$ cat src/slvg_pkg.sv
// Package with word types, register indexes and the ellipsoid constant table.
package slvg_pkg;

  localparam int TABLE_ROWS = 10;

  localparam logic [1:0] REG_SIZE_X = 2'd0;
  localparam logic [1:0] REG_SIZE_Y = 2'd1;
  localparam logic [1:0] REG_SIZE_Z = 2'd2;

  typedef struct packed {
    logic [8:0] voxel_x;
    logic [8:0] voxel_y;
    logic [8:0] voxel_z;
  } in_word_t;

  typedef struct packed {
    logic signed [13:0] density;
    logic [26:0]        linear_address;
  } out_word_t;

  // Centers, rotation and intensity in Q2.14 / Q2.12.
  localparam logic signed [15:0] ELL_CX [TABLE_ROWS] =
    '{16'sd0, 16'sd0, 16'sd3604, -16'sd3604, 16'sd0, 16'sd0, 16'sd0, 16'sd0, 16'sd0, 16'sd0};
  localparam logic signed [15:0] ELL_CY [TABLE_ROWS] =
    '{16'sd0, -16'sd301, 16'sd0, 16'sd0, 16'sd5734, 16'sd1638, -16'sd1638, -16'sd4915,
      16'sd0, 16'sd0};
  localparam logic signed [15:0] ELL_CZ [TABLE_ROWS] =
    '{16'sd0, 16'sd0, -16'sd4096, -16'sd4096, -16'sd4096, -16'sd4096, -16'sd4096,
      -16'sd4096, 16'sd5734, 16'sd5734};
  localparam logic signed [15:0] ELL_COS [TABLE_ROWS] =
    '{16'sd16384, 16'sd16384, -16'sd5063, -16'sd5063, 16'sd16384, 16'sd16384, 16'sd16384,
      16'sd16384, 16'sd16384, 16'sd0};
  localparam logic signed [15:0] ELL_SIN [TABLE_ROWS] =
    '{16'sd0, 16'sd0, 16'sd15582, -16'sd15582, 16'sd0, 16'sd0, 16'sd0, 16'sd0, 16'sd0,
      16'sd16384};
  localparam logic signed [13:0] ELL_GAIN [TABLE_ROWS] =
    '{14'sd4096, -14'sd3277, -14'sd819, -14'sd819, -14'sd819, -14'sd819, -14'sd410,
      -14'sd410, 14'sd410, 14'sd410};

  // Inverse squared semi-axes, round(2^16 / a^2).
  localparam logic [27:0] ELL_INV_X [TABLE_ROWS] =
    '{28'd137652, 28'd149362, 28'd389863, 28'd389863, 28'd1048576, 28'd1238866,
      28'd1354050, 28'd1638400, 28'd2912711, 28'd2912711};
  localparam logic [27:0] ELL_INV_Y [TABLE_ROWS] =
    '{28'd77429, 28'd85794, 28'd2560000, 28'd2560000, 28'd1238866, 28'd26214400,
      28'd163840000, 28'd40960000, 28'd26214400, 28'd26214400};
  localparam logic [27:0] ELL_INV_Z [TABLE_ROWS] =
    '{28'd80909, 28'd84628, 28'd1486077, 28'd1486077, 28'd262144, 28'd1638400,
      28'd1638400, 28'd1638400, 28'd26214400, 28'd26214400};

endpackage

$ cat src/slvg_ell.sv
// Five-stage ellipsoid membership test for one fixed ellipsoid of the table.
module slvg_ell #(
  parameter int IDX = 0
) (
  input  logic               clk,
  input  logic signed [15:0] xn,
  input  logic signed [15:0] yn,
  input  logic signed [15:0] zn,
  output logic               hit
);
  import slvg_pkg::*;

  localparam logic signed [15:0] CX = ELL_CX[IDX];
  localparam logic signed [15:0] CY = ELL_CY[IDX];
  localparam logic signed [15:0] CZ = ELL_CZ[IDX];
  localparam logic signed [15:0] CS = ELL_COS[IDX];
  localparam logic signed [15:0] SN = ELL_SIN[IDX];
  localparam logic [27:0] IX = ELL_INV_X[IDX];
  localparam logic [27:0] IY = ELL_INV_Y[IDX];
  localparam logic [27:0] IZ = ELL_INV_Z[IDX];

  logic signed [16:0] xt, yt, zt;
  logic signed [32:0] p1_r, p2_r, p3_r, p4_r;
  logic signed [16:0] zt_r, zt2_r;
  logic signed [33:0] sx, sy;
  logic signed [17:0] xr_r, yr_r;
  logic [35:0] xsq, ysq;
  logic [33:0] zsq;
  logic [27:0] xc_r, yc_r, zc_r;
  logic [55:0] mx_r, my_r, mz_r;
  logic [57:0] qsum;
  logic        hit_r;

  assign xt = 17'(xn) - 17'(CX);
  assign yt = 17'(yn) - 17'(CY);
  assign zt = 17'(zn) - 17'(CZ);

  always_ff @(posedge clk) begin
    p1_r <= xt * CS;
    p2_r <= yt * SN;
    p3_r <= yt * CS;
    p4_r <= xt * SN;
    zt_r <= zt;
  end

  assign sx = 34'(p1_r) + 34'(p2_r) + 34'sd8192;
  assign sy = 34'(p3_r) - 34'(p4_r) + 34'sd8192;

  always_ff @(posedge clk) begin
    xr_r  <= 18'(sx >>> 14);
    yr_r  <= 18'(sy >>> 14);
    zt2_r <= zt_r;
  end

  assign xsq = 36'(xr_r) * 36'(xr_r);
  assign ysq = 36'(yr_r) * 36'(yr_r);
  assign zsq = 34'(zt2_r) * 34'(zt2_r);

  always_ff @(posedge clk) begin
    xc_r <= (xsq[35:28] != 8'h00) ? '1 : xsq[27:0];
    yc_r <= (ysq[35:28] != 8'h00) ? '1 : ysq[27:0];
    zc_r <= (zsq[33:28] != 6'h00) ? '1 : zsq[27:0];
  end

  always_ff @(posedge clk) begin
    mx_r <= 56'(xc_r) * 56'(IX);
    my_r <= 56'(yc_r) * 56'(IY);
    mz_r <= 56'(zc_r) * 56'(IZ);
  end

  assign qsum = 58'(mx_r) + 58'(my_r) + 58'(mz_r);

  always_ff @(posedge clk) begin
    hit_r <= (qsum <= (58'd1 << 44));
  end

  assign hit = hit_r;

endmodule

$ cat config.mk
export PLATFORM = sky130hd
export DESIGN_NAME = slvg_ell
export DESIGN_NICKNAME = d
export VERILOG_FILES = /design/src/slvg_pkg.sv /design/src/slvg_ell.sv
export SDC_FILE = /design/constraint.sdc
export NUM_CORES = 2
export LEC_CHECK = 0
export BUFFER_PORTS_ARGS = -buffer_cell sky130_fd_sc_hd__buf_2
export CAP_MARGIN = 10
export CELL_PAD_IN_SITES_DETAIL_PLACEMENT = 1
export CELL_PAD_IN_SITES_GLOBAL_PLACEMENT = 1
export CORE_MARGIN = 5
export CORE_UTILIZATION = 48
export DETAILED_ROUTE_END_ITERATION = 12
export PLACE_DENSITY_LB_ADDON = 0.1
export SETUP_SLACK_MARGIN = 0.3
export SYNTH_ARGS = -nofsm -noshare
export SYNTH_HDL_FRONTEND = slang
export SYNTH_SLANG_ARGS = --single-unit
$ cat constraint.sdc
create_clock -name clk -period 6.5 [get_ports clk]
set_input_delay 0.325 -clock clk [delete_from_list [all_inputs] [get_ports clk]]
set_output_delay 0.325 -clock clk [all_outputs]
set_load 0.1 [all_outputs]
[Word level (Yosys, flattened, before mapping)]
Index checks and enable logic that the tools add are counted.
Cells by class
  multipliers: 6
  $add $sub $neg: 4
  $lt $le $gt $ge: 1
  reductions and logical operators: 3
Operators with widths (count)
  28-bit by 17-bit multiplier with 45-bit output (second input constant): 2
  17-bit by 17-bit multiplier with 34-bit output: 2
  30-bit by 15-bit adder with 31-bit output (second input constant): 2
  58-bit by 45-bit less-or-equal comparator with 1-bit output (second input constant): 1
  47-bit by 45-bit adder with 48-bit output: 1
  46-bit by 45-bit adder with 47-bit output: 1
  28-bit by 16-bit multiplier with 44-bit output (second input constant): 1
  16-bit by 16-bit multiplier with 32-bit output: 1
  8-bit nonzero test: 2
  6-bit nonzero test: 1
Storage, ports and cells
  input bits: 49
  output and inout bits: 1
  register bits: 317
  word-level logic and storage cells: 27

[Longest topological paths before layout]
  depth after elaboration: 3
  depth in mapped cells: 30
  mapped depth without buffers: 27

[Worst setup path after synthesis]
Ideal clock, no wire load.
  path type: reg2reg
  start point: reg xr_r[15]
  end point: reg xc_r[18]
  path slack: -0.276 ns
  buffers on the path: 2
  arrival time: 6.656 ns
  required time: 6.380 ns
  clock period less this slack: 6.776 ns
  cell stages (with the launch flop): 24
  library setup time: 0.120 ns
  path through: dfxtp_1 > clkbuf_1 > and2_1 > fa_1 > inv_1 > fa_1 > inv_1 > fa_1 > fa_1 > fa_1 > inv_1 > fa_1 > inv_1 > ha_1 > a21o_1 > a21oi_1 > nor2_1 > a311o_1 > o211ai_1 > a21oi_1 > or3_1 > a211oi_2 > buf_2 > nand2_1
Between the ends
  longest elaborated chain between the ends: 2
RTL lines
  start, declared: RTL line slvg_ell.sv:26  | logic signed [17:0] xr_r, yr_r;
  start signal, assigned: RTL line slvg_ell.sv:50  | xr_r <= 18'(sx >>> 14);
  17-bit by 17-bit multiplier with 34-bit output (*): RTL line slvg_ell.sv:55  | assign xsq = 36'(xr_r) * 36'(xr_r);
  8-bit nonzero test: RTL line slvg_ell.sv:60  | xc_r <= (xsq[35:28] != 8'h00) ? '1 : xsq[27:0];
  end signal, assigned: RTL line slvg_ell.sv:60
  end, declared: RTL line slvg_ell.sv:29  | logic [27:0] xc_r, yc_r, zc_r;
Mark *: on every way between the ends. The rest lies on a longest branch, timed or not.
A chain may end at the register's enable or synchronous reset.

[Worst setup path in the final report]
  start point: reg xr_r[4]
  end point: reg xc_r[8]
The elaborated chain is that of the path after synthesis.

==> flow_summary.yaml <==
clocking:
  clockBufferDepth: 3
  cts_made_buffers: 44
  h-tree-depth: 2
  cts_tree: "done"
  clkLatencyLatePin_ps: 650
  clockRootBuffer: "clkbuf_16"
  clock_sinks: 315
  clk_pin_slew_ps: 60
finish:
  most-common-layout-cells: "inv_1, fa_1, ha_1"
  diodes: 0
  design_area_sq_um: 71900
  n_fill_cell: 14010
  fin_util: 0.5631
  final_common_cell: "inv_1"
  layout-drive-gt1-share: 0.1645
  final_nets: 8992
  area_delta_synth_final_pct: 16.51
floorplan:
  dieArea_sq_um: 135800
  coreArea_sq_um: 127700
  io_pins: 50
  rows: 131
  die_h_microns: 368.6
  start_util: 0.4833
  die_x_microns: 368.6
synth:
  ys_types: 82
  synth_fp_nets: 8537
  synth_seq_cells: 315
  synth-warning-count: 0
  yosysTopAreaCell: "fa_1"
  syn-mean-instance-area_sq_um: 9.758
  syn_area_sq_um: 61710
  ys_seq_area_frac: 0.1022
  synth_edf_count: 0
  synth_top_area_frac: 0.4140
  syn_inst: 6324
  ys.flop_type: "dfxtp_1"
  yosys-top-cells-area: "fa_1, ha_1, inv_1, dfxtp_1, xnor2_1"
  ys_async_sr_fraction: 0
critical_path:
  worstSetupEndpointType: "register"
  critPathLaunchType: "register"
  required_ps: 6990
  critical_path_class: "register to register"
  cp.arrival_ps: 6960
  worstPathMaxFanout: 13
global_routing:
  grt_max_degree: 17
  antenna_found_initial: 4
  track_usage: 0.2490
  grt.overflow.total: 0
  first_global_vias: 50370
  grt_pass1_wl_microns: 268900
sta:
  finalSetupTns_ps: 0
  fin_crit_ps: 6471
  finalHoldViolCount: 0
  finalCritPeriodShare: 0.9955
  setup_viol: 0
  clock_skew_ps: 46.06
  fmax_mhz: 154.5
  holdWs_ps: 308.1
  maxSlewViolCount: 0
  maxSlewHeadroom: 0.4987
  worst_pin_slew_ps: 732.9
  rsz0062_at_grt: "yes"
run:
  maxCapViolCount: 0
placed_design:
  post_dp_cell_area_sq_um: 65770
  dp_hpwl_microns: 140700
  port_buffers: 49
  gp_congestion: 0.8921
route:
  totalWireLength_microns: 168400
  dr_total_vias: 43760
  dr.pass1.iters: 5
  drc_errors: 0
  viasPerCell: 5.164
  final_antenna_net_count: 0
  wl_per_cell_microns: 19.87
  drtIter0Drc: 1726
min_path:
  hp-class: "input port to register"
status:
  status: "finished, final reports clean"
## worst paths after layout
kind	end	startpoint	slack, ps	depth (start not counted)
setup / recovery	xc_r[8]$_SDFF_PP1_	xr_r[4]$_DFF_P_	30	25
setup reg to reg	xc_r[8]$_SDFF_PP1_	xr_r[4]$_DFF_P_	30	25
hold reg to reg	zt2_r[7]$_DFF_P_	zt_r[7]$_DFF_P_	320	0
hold / removal	p1_r[18]$_DFF_P_	xn[4]	310	2
## flip-flops by register name, summed over array words and instances, names as in the netlist
| register | cells |
|---|---|
| my_r | 45 |
| mx_r | 44 |
| p3_r | 16 |
| zc_r | 28 |
| hit | 1 |
| zt_r | 16 |
| p1_r | 16 |
| xr_r | 16 |
| yr_r | 16 |
| mz_r | 45 |
| yc_r | 28 |
| zt2_r | 16 |
| xc_r | 28 |
## per-layer routing
| layer | share of wire | global-route usage |
|---|---|---|
| met1 | 0.45 | 0.3439 |
| met2 | 0.49 | 0.4252 |
| met3 | 0.032 | 0.02998 |
| met4 | 0.022 | 0.05171 |
| met5 | 0.000042 | 0 |
## final cells by class
class / count / area (sq um) / share of cell area
Sequential cell: 315 / 6520 / 0.09068
Clock inverter: 24 / 264.0 / 0.003672
Clock buffer: 56 / 1229 / 0.01709
Timing Repair Buffer: 505 / 4387 / 0.06101
Tap cell: 1662 / 2079 / 0.02892
Inverter: 1772 / 6679 / 0.09289
Multi-Input combinational cell: 4141 / 50740 / 0.7057
## logic make-up after synthesis
group,share of synthesized area
xor gates and xnor gates,0.03335
adders and majority gates,0.5940
buffers and inverters,0.1142
muxes,0.001156
DFF,0.1022
and+or+nand+nor,0.07891
AOI/OAI and AO/OA,0.07620
## cells in the mapped netlist, types with 23 or more instances
cell and count:
fa_1 1276, o21ai_1 23, clkbuf_1 82, o21ai_0 120
and2_1 144, nor3_1 38, nor2_1 195, inv_1 1769
a21o_1 102, and3_1 31, dfxtp_1 315, xor2_1 72
nand2b_1 44, nand2_1 379, ha_1 888, nand3_1 49
a31oi_1 23, nor2b_1 39, o21a_1 37, o21bai_1 38
xnor2_1 163, nand4_1 25, a21oi_1 210
## stage by stage
| stage | cells | setup slack (ps) |
|---|---|---|
| floorplan | 6324 | 303.3 |
| global placement | 8199 | -144.2 |
| detailed placement | 8199 | -301.9 |
| CTS | 8407 | 72.08 |
| global route | 8475 | -209.6 |
| finish | 8475 | 29.25 |
## worst max-delay path: stages (launching register included)
cell,delay [ps]
dfxtp_4,420
buf_8,170
nand2_1,120
fa_1,490
fa_2,580
inv_1,50
fa_1,480
fa_1,550
inv_1,50
fa_1,450
fa_1,490
inv_1,60
ha_4,280
a21o_1,140
a21oi_2,70
o21a_1,230
o31ai_4,260
a21oi_2,110
a21oi_2,220
o31ai_2,90
xor2_1,250
o21ai_2,120
a211oi_4,200
buf_12,180
buf_12,160
o21ai_2,70
## timing repair
item | 4_1_cts | 5_1_grt
setup buffers | 74 | 66
cloned | 6 | 2
hold buffers | 48 | 0
pin swaps | 106 | 215
hold endpoints to repair | 48 | 0
resized for setup | 334 | 418
setup endpoints to repair | 99 | 106
Power is left out: the tool's default activity adds up to more than one toggle a clock period on the data nets, which glitch-free logic cannot reach.
