### config.mk
export PLATFORM = sky130hd
export DESIGN_NAME = slvg_div
export DESIGN_NICKNAME = d
export VERILOG_FILES = /design/src/slvg_pkg.sv /design/src/slvg_div.sv
export SDC_FILE = /design/constraint.sdc
export NUM_CORES = 1
export LEC_CHECK = 0
export BUFFER_PORTS_ARGS = -buffer_cell sky130_fd_sc_hd__buf_4
export CORE_MARGIN = 1.5
export CORE_UTILIZATION = 62
export DETAILED_ROUTE_END_ITERATION = 16
export GPL_TIMING_DRIVEN = 0
export PLACE_DENSITY_LB_ADDON = 0.05
export REMOVE_ABC_BUFFERS = 1
export SYNTH_ARGS = -nofsm -noshare
export SYNTH_HDL_FRONTEND = slang
export SYNTH_SLANG_ARGS = --single-unit
### constraint.sdc
create_clock -name clk -period 3.8 [get_ports clk]
set_input_delay 0.76 -clock clk [delete_from_list [all_inputs] [get_ports clk]]
set_output_delay 0.76 -clock clk [all_outputs]
set_load 0.005 [all_outputs]
### src/slvg_pkg.sv
// Package with word types, register indexes and the ellipsoid constant table.
package slvg_pkg;

  localparam int TABLE_ROWS = 10;

  localparam logic [1:0] REG_SIZE_X = 2'd0;
  localparam logic [1:0] REG_SIZE_Y = 2'd1;
  localparam logic [1:0] REG_SIZE_Z = 2'd2;

  typedef struct packed {
    logic [8:0] voxel_x;
    logic [8:0] voxel_y;
    logic [8:0] voxel_z;
  } in_word_t;

  typedef struct packed {
    logic signed [13:0] density;
    logic [26:0]        linear_address;
  } out_word_t;

  // Centers, rotation and intensity in Q2.14 / Q2.12.
  localparam logic signed [15:0] ELL_CX [TABLE_ROWS] =
    '{16'sd0, 16'sd0, 16'sd3604, -16'sd3604, 16'sd0, 16'sd0, 16'sd0, 16'sd0, 16'sd0, 16'sd0};
  localparam logic signed [15:0] ELL_CY [TABLE_ROWS] =
    '{16'sd0, -16'sd301, 16'sd0, 16'sd0, 16'sd5734, 16'sd1638, -16'sd1638, -16'sd4915,
      16'sd0, 16'sd0};
  localparam logic signed [15:0] ELL_CZ [TABLE_ROWS] =
    '{16'sd0, 16'sd0, -16'sd4096, -16'sd4096, -16'sd4096, -16'sd4096, -16'sd4096,
      -16'sd4096, 16'sd5734, 16'sd5734};
  localparam logic signed [15:0] ELL_COS [TABLE_ROWS] =
    '{16'sd16384, 16'sd16384, -16'sd5063, -16'sd5063, 16'sd16384, 16'sd16384, 16'sd16384,
      16'sd16384, 16'sd16384, 16'sd0};
  localparam logic signed [15:0] ELL_SIN [TABLE_ROWS] =
    '{16'sd0, 16'sd0, 16'sd15582, -16'sd15582, 16'sd0, 16'sd0, 16'sd0, 16'sd0, 16'sd0,
      16'sd16384};
  localparam logic signed [13:0] ELL_GAIN [TABLE_ROWS] =
    '{14'sd4096, -14'sd3277, -14'sd819, -14'sd819, -14'sd819, -14'sd819, -14'sd410,
      -14'sd410, 14'sd410, 14'sd410};

  // Inverse squared semi-axes, round(2^16 / a^2).
  localparam logic [27:0] ELL_INV_X [TABLE_ROWS] =
    '{28'd137652, 28'd149362, 28'd389863, 28'd389863, 28'd1048576, 28'd1238866,
      28'd1354050, 28'd1638400, 28'd2912711, 28'd2912711};
  localparam logic [27:0] ELL_INV_Y [TABLE_ROWS] =
    '{28'd77429, 28'd85794, 28'd2560000, 28'd2560000, 28'd1238866, 28'd26214400,
      28'd163840000, 28'd40960000, 28'd26214400, 28'd26214400};
  localparam logic [27:0] ELL_INV_Z [TABLE_ROWS] =
    '{28'd80909, 28'd84628, 28'd1486077, 28'd1486077, 28'd262144, 28'd1638400,
      28'd1638400, 28'd1638400, 28'd26214400, 28'd26214400};

endpackage

### src/slvg_div.sv
// Pipelined restoring divider that maps one voxel index to a Q2.14 coordinate.
module slvg_div (
  input  logic               clk,
  input  logic [8:0]         vox,
  input  logic [9:0]         dm1,
  output logic signed [15:0] coord
);
  import slvg_pkg::*;

  localparam int QBITS = 16;

  logic [26:0] rem_r [QBITS+1];
  logic [10:0] dd_r  [QBITS+1];
  logic        ovr_r [QBITS+1];
  logic [15:0] q_r   [QBITS+1];
  logic signed [15:0] coord_r;

  logic [26:0] num;
  logic [26:0] top_div;
  logic [10:0] dd_nxt0;

  assign dd_nxt0 = {dm1, 1'b0};
  assign num     = {2'b00, vox, 16'h0000} + 27'(dm1);
  assign top_div = {dd_nxt0, 16'h0000};

  always_ff @(posedge clk) begin
    rem_r[0] <= num;
    dd_r[0]  <= dd_nxt0;
    ovr_r[0] <= (num >= top_div);
    q_r[0]   <= 16'h0000;
  end

  genvar j;
  generate
    for (j = 0; j < QBITS; j++) begin : g_stage
      logic [26:0] sh;
      logic        ge;
      assign sh = 27'(dd_r[j]) << (QBITS - 1 - j);
      assign ge = (rem_r[j] >= sh);
      always_ff @(posedge clk) begin
        rem_r[j+1] <= ge ? (rem_r[j] - sh) : rem_r[j];
        dd_r[j+1]  <= dd_r[j];
        ovr_r[j+1] <= ovr_r[j];
        q_r[j+1]   <= {q_r[j][14:0], ge};
      end
    end
  endgenerate

  logic signed [16:0] shifted;
  assign shifted = $signed({1'b0, q_r[QBITS]}) - 17'sd16384;

  always_ff @(posedge clk) begin
    if (ovr_r[QBITS] || (shifted > 17'sd32767)) begin
      coord_r <= 16'sd32767;
    end else begin
      coord_r <= shifted[15:0];
    end
  end

  assign coord = coord_r;

endmodule

==> Yosys cells after proc, flatten, opt, wreduce, memory -nomap -nowiden <==
Memory sizes are Yosys's and may differ from the RTL's.
Index checks and enable logic that the tools add are counted.
{ "word_totals": {"inputBits": 20, "memories": 4, "ramBits": 935, "out_inout_bits": 16, "regBits": 16} }
{ "classes": {"mux": 16, "n_lt_le_gt_ge": 18, "addsub": 18, "reduce_logical": 1} }
{ "memory_table": {"columns": ["memory", "depth", "width", "read_ports", "rd_clocked_by_memory_dff", "write_ports", "line", "source"], "rows": [
  ["rem_r", 17, 27, 16, 0, 17, "slvg_div.sv:12", "logic [26:0] rem_r [QBITS+1];"],
  ["q_r", 17, 16, 17, 0, 17, "slvg_div.sv:15", "logic [15:0] q_r [QBITS+1];"],
  ["dd_r", 17, 11, 16, 0, 17, "slvg_div.sv:13", "logic [10:0] dd_r [QBITS+1];"],
  ["ovr_r", 17, 1, 17, 0, 17, "slvg_div.sv:14", "logic ovr_r [QBITS+1];"]
]} }
{ "op_table": {"columns": ["operator", "count"], "rows": [
  ["27-bit 2-to-1 mux", 16],
  ["26-bit by 27-bit >= comparator with 1-bit output", 1],
  ["27-bit by 11-bit >= comparator with 1-bit output", 1],
  ["27-bit by 12-bit >= comparator with 1-bit output", 1],
  ["27-bit by 13-bit >= comparator with 1-bit output", 1],
  ["27-bit by 14-bit >= comparator with 1-bit output", 1],
  ["27-bit by 15-bit >= comparator with 1-bit output", 1],
  ["27-bit by 16-bit >= comparator with 1-bit output", 1],
  ["27-bit by 17-bit >= comparator with 1-bit output", 1],
  ["27-bit by 18-bit >= comparator with 1-bit output", 1],
  ["27-bit by 19-bit >= comparator with 1-bit output", 1],
  ["27-bit by 20-bit >= comparator with 1-bit output", 1],
  ["27-bit by 21-bit >= comparator with 1-bit output", 1],
  ["27-bit by 22-bit >= comparator with 1-bit output", 1],
  ["27-bit by 23-bit >= comparator with 1-bit output", 1],
  ["27-bit by 24-bit >= comparator with 1-bit output", 1],
  ["27-bit by 25-bit >= comparator with 1-bit output", 1],
  ["27-bit by 26-bit >= comparator with 1-bit output", 1],
  ["27-bit by 11-bit subtractor with 27-bit output", 1],
  ["27-bit by 12-bit subtractor with 27-bit output", 1],
  ["27-bit by 13-bit subtractor with 27-bit output", 1],
  ["27-bit by 14-bit subtractor with 27-bit output", 1],
  ["27-bit by 15-bit subtractor with 27-bit output", 1],
  ["27-bit by 16-bit subtractor with 27-bit output", 1],
  ["other kinds (14)", 14]
]} }

==> Longest topological paths before layout <==
An unclocked memory read counts as a cell.
{ "depth": {"word_depth": 4, "ltp_mapped": 12, "mapped_depth_nobuf": 11} }

==> Least setup slack after synthesis <==
OpenSTA, ideal clock, no wires.
{ "synth_path": {"path_type": "flip-flop to flip-flop", "start": "mem rem_r[11][2], in the netlist rem_r[0][299]", "end": "mem rem_r[12][26], in the netlist rem_r[0][350]", "t_required_ps": 3728, "n_path_buf": 1, "synth_period_minus_slack_ps": 2767, "arrival_ps": 2695, "setup_time_ps": 72, "path_slack_ps": 1033, "path_stages_with_launch": 11, "cell_sequence": "dfxtp_1 -> inv_1 -> ha_1 -> or4b_2 -> nor4_2 -> a311oi_1 -> and4_4 -> or4_4 -> buf_6 -> nor4_2 -> xor2_1"} }
{ "synth_rtl": {"columns": ["element", "line"], "rows": [
  ["start, declared", "slvg_div.sv:12"]
]} }

==> impl_results.md <==
- Layout cells sized above 1: a little under a tenth
- Clock skew: 0.0292 ns
- Hold Slack: roughly 0.25 ns
- VDD IR max: 0.534 mV
- Critical path's slowest cell: a21oi_1
- ANT cells: 0
- Die Height: about 200 um
- Crit Path Max Fanout: 16
- Final WS setup: 0.395 ns
- Iteration-0 DRC Markers: 910
- Asr flop ratio synth: 0%
- Mapped Area: ~24000 um2
- Fin area: between 20000 and 30000 um2
- Final setup TNS: 0 ns
- Critical Path AT: approximately 4 ns
- Drt wl/cell: 16.5 um
- CP bufs+invs: 1
- Die area: ~40000 um2
- CTS H-tree lvls: 2
- Initial antenna violation count: 0
- Flop2flop setup slack: roughly 0.40 ns
- Final Hold Fails: 0
- Hold-fix buffers at CTS: 0
- Overall power: between 20 and 25 mW
- Core ar.: just under 40000 um2
- Place WS: 0.269 ns
- Worst Hold Class: primary input to flip-flop
- 1st-pass router iterations: 6
- Inst Count DP: 2922
- Gpl congestion: between 0.8 and 0.9
- Worst R2R Path Depth: 8
- Worst r2r src: rem_r[0][171]
- Synth Register Bits: roughly 610
- Final ANT Viol Nets: 0
- Worst path max stage delay: ~0.96 ns
- Critical Path RT: 4.31 ns
- CTS Buf Count: 60
- Detail Placement HPWL: 36500 um
- CTS tree: done
- Area grow syn2layout: 12.2%
- Port-buffer cells: 35
- Crit-path leading delay family: compound AO/OA/AOI/OAI gates
- Crit-path cells: inv_1 > ha_1 > or4_1 > or3_1 > nor3_1 > o21ai_0 > a21oi_1 > mux2_2
- FP Rows: 72
- Clock buffer depth: 3
- Area leader, netlist: dfxtp_1
- Clk Tree Root Cell: clkbuf_16
- Clk_lat worst skew: around 0.64 ns
- Max_cap viols: 0
- Crit path capture type: flip-flop
- CTS Sinks: between 600 and 700
- Setup crit start: rem_r[0][171]
- Yosys top cell area share: about half
- IO Count: 36
- Largest net degree at the start of global routing: 26
- Leak: between 10 and 15 nW
- Vias per cell: ~5.5
- Final Max Tran Viols: 0
- Vias: 16798
- Area contributors post-synth: dfxtp_1 50%, ha_1 8.7%, xnor2_1 4.2%, inv_1 3.2%, xor2_1 3.0%
- Synth Flop Type: dfxtp_1
- Clock Pin Slew Worst Setup and Hold Paths: ~0.07 ns
- Actual slew at the worst max-slew pin: about 1.2 ns
- EDFF count, synth: 0
- Worst Hold Endpoint: rem_r[0][8]
- Slew margin rel.: between 20% and 30%
- RSZ-0062 raised after global routing: no
- Post-CTS setup buffers: 0
- NumNets Final: 2670
- First-pass GRT wire length: about 84000 um
- Warnings from Yosys: 0
- Global Route Usage Sum: 25.4%
- WS Path Type: flip-flop to flip-flop
- Reg2reg end: rem_r[0][205]
- Initial core utilization: ~63%
- Syn_area_per_cell: ~10 um2
- Cell variety after synth: a little over 70
- Syn Inst Count: around 2400
- Number of global-route vias before repair: ~17000
- Post-layout util: a little over two thirds
- PwrDens: 851 nW/um2
- Post-route minimum period: 3.40 ns
- Fmax: roughly 0.3 GHz
- Hold depth: 1
- DRC Markers: 0
- Final Non-Filler Cells: approximately 3000
- Overflow after GRT: 0
- Die W: 201 um
- Fin crit share: 89.6%
- Endpoints failing setup: 0
- Sequential fraction of the synthesis area: around half
- DRT Wirelength: around 50000 um
- Hold_sp: dm1[8]
- Critical Path Start Type: flip-flop
- Status: finished, final reports clean
- Area after DPL: about 25000 um2
==> final cells by class <==
class / count / area [um2]
sequential: 608 / 12200
fill: 2977 / 11400
multi-input combinational: 1552 / 11100
clock buffer: 74 / 1660
inverter: 208 / 781
tap: 518 / 648
clock inverter: 37 / 443
timing repair buffer: 37 / 278
==> per-layer routing <==
metal / share of wire [%] / global-route usage [%] / vias to the layer above
met4: 2.2 / 7.22 / 0
met3: 4.0 / 3.86 / 105
met5: 0 / 0 / -
met1: 46 / 32.6 / 7928
li1: - / - / 8441
met2: 48 / 44.2 / 324
==> cell usage after synthesis, types with 28 or more instances <==
cell type  count
mux2_2        50
xnor2_1      117
inv_1        208
nand4_1       28
o21ai_0      108
nor4_1        48
nor2_1       154
xor2_1        84
dfxtp_1      608
a21oi_1      142
nand2_1      126
ha_1         168
nand3_1       34
nand2b_1      56
o21a_1        41
nor3_1        62
nor2b_1       32
==> sequential cells by signal (all words and copies together) (netlist names) <==
signal  cells
dd_r       36
coord      16
rem_r     403
ovr_r      17
q_r       136
==> power by group <==
part           leakage [nW]  switching, mW  internal (mW)
combinational          5.54           4.01           3.52
sequential             5.09           1.26           8.19
clock                  1.01           2.54           3.55
total                  11.6           7.82           15.3
==> layout by cell type, fill, tap and decap left out, types with 62 or more instances in the layout <==
cell type / synthesis / layout
nor3_1: 62 / 62
nor2_1: 154 / 154
a21oi_1: 142 / 142
inv_1: 208 / 208
xor2_1: 84 / 84
nand2_1: 126 / 126
xnor2_1: 117 / 117
ha_1: 168 / 168
o21ai_0: 108 / 108
dfxtp_1: 608 / 608
==> kinds of logic (layout without fill, tap and decap cells) <==
logic type | Yosys count | in the layout | synth area share [%]
mux | 59 | 59 | 2.70
compound gates | 440 | 440 | 11.4
simple gates | 669 | 669 | 14.7
fa+ha+maj | 183 | 183 | 9.93
flops | 608 | 608 | 50.3
xor+xnor | 201 | 201 | 7.28
buf+inv | 234 | 356 | 3.67
==> how the worst max path moves through the flow <==
stage / slack [ns] / cells after the start / endpoint
2_1_floorplan: 0.35 / 9 / rem_r[0][319]
3_3_place_gp: -0.72 / 8 / rem_r[0][311]
3_5_place_dp: 0.27 / 9 / rem_r[0][375]
4_1_cts: 0.18 / 9 / rem_r[0][375]
5_1_grt: 0.004 / 8 / rem_r[0][201]
6_report: 0.40 / 8 / rem_r[0][205]
==> timing repair <==
item / CTS / global route
endpoints found under the hold margin: 0 / 0
gates resized for setup: 0 / 1
endpoints found under the setup margin: 0 / 1
No activity file was read; power rests on OpenSTA's default activity.
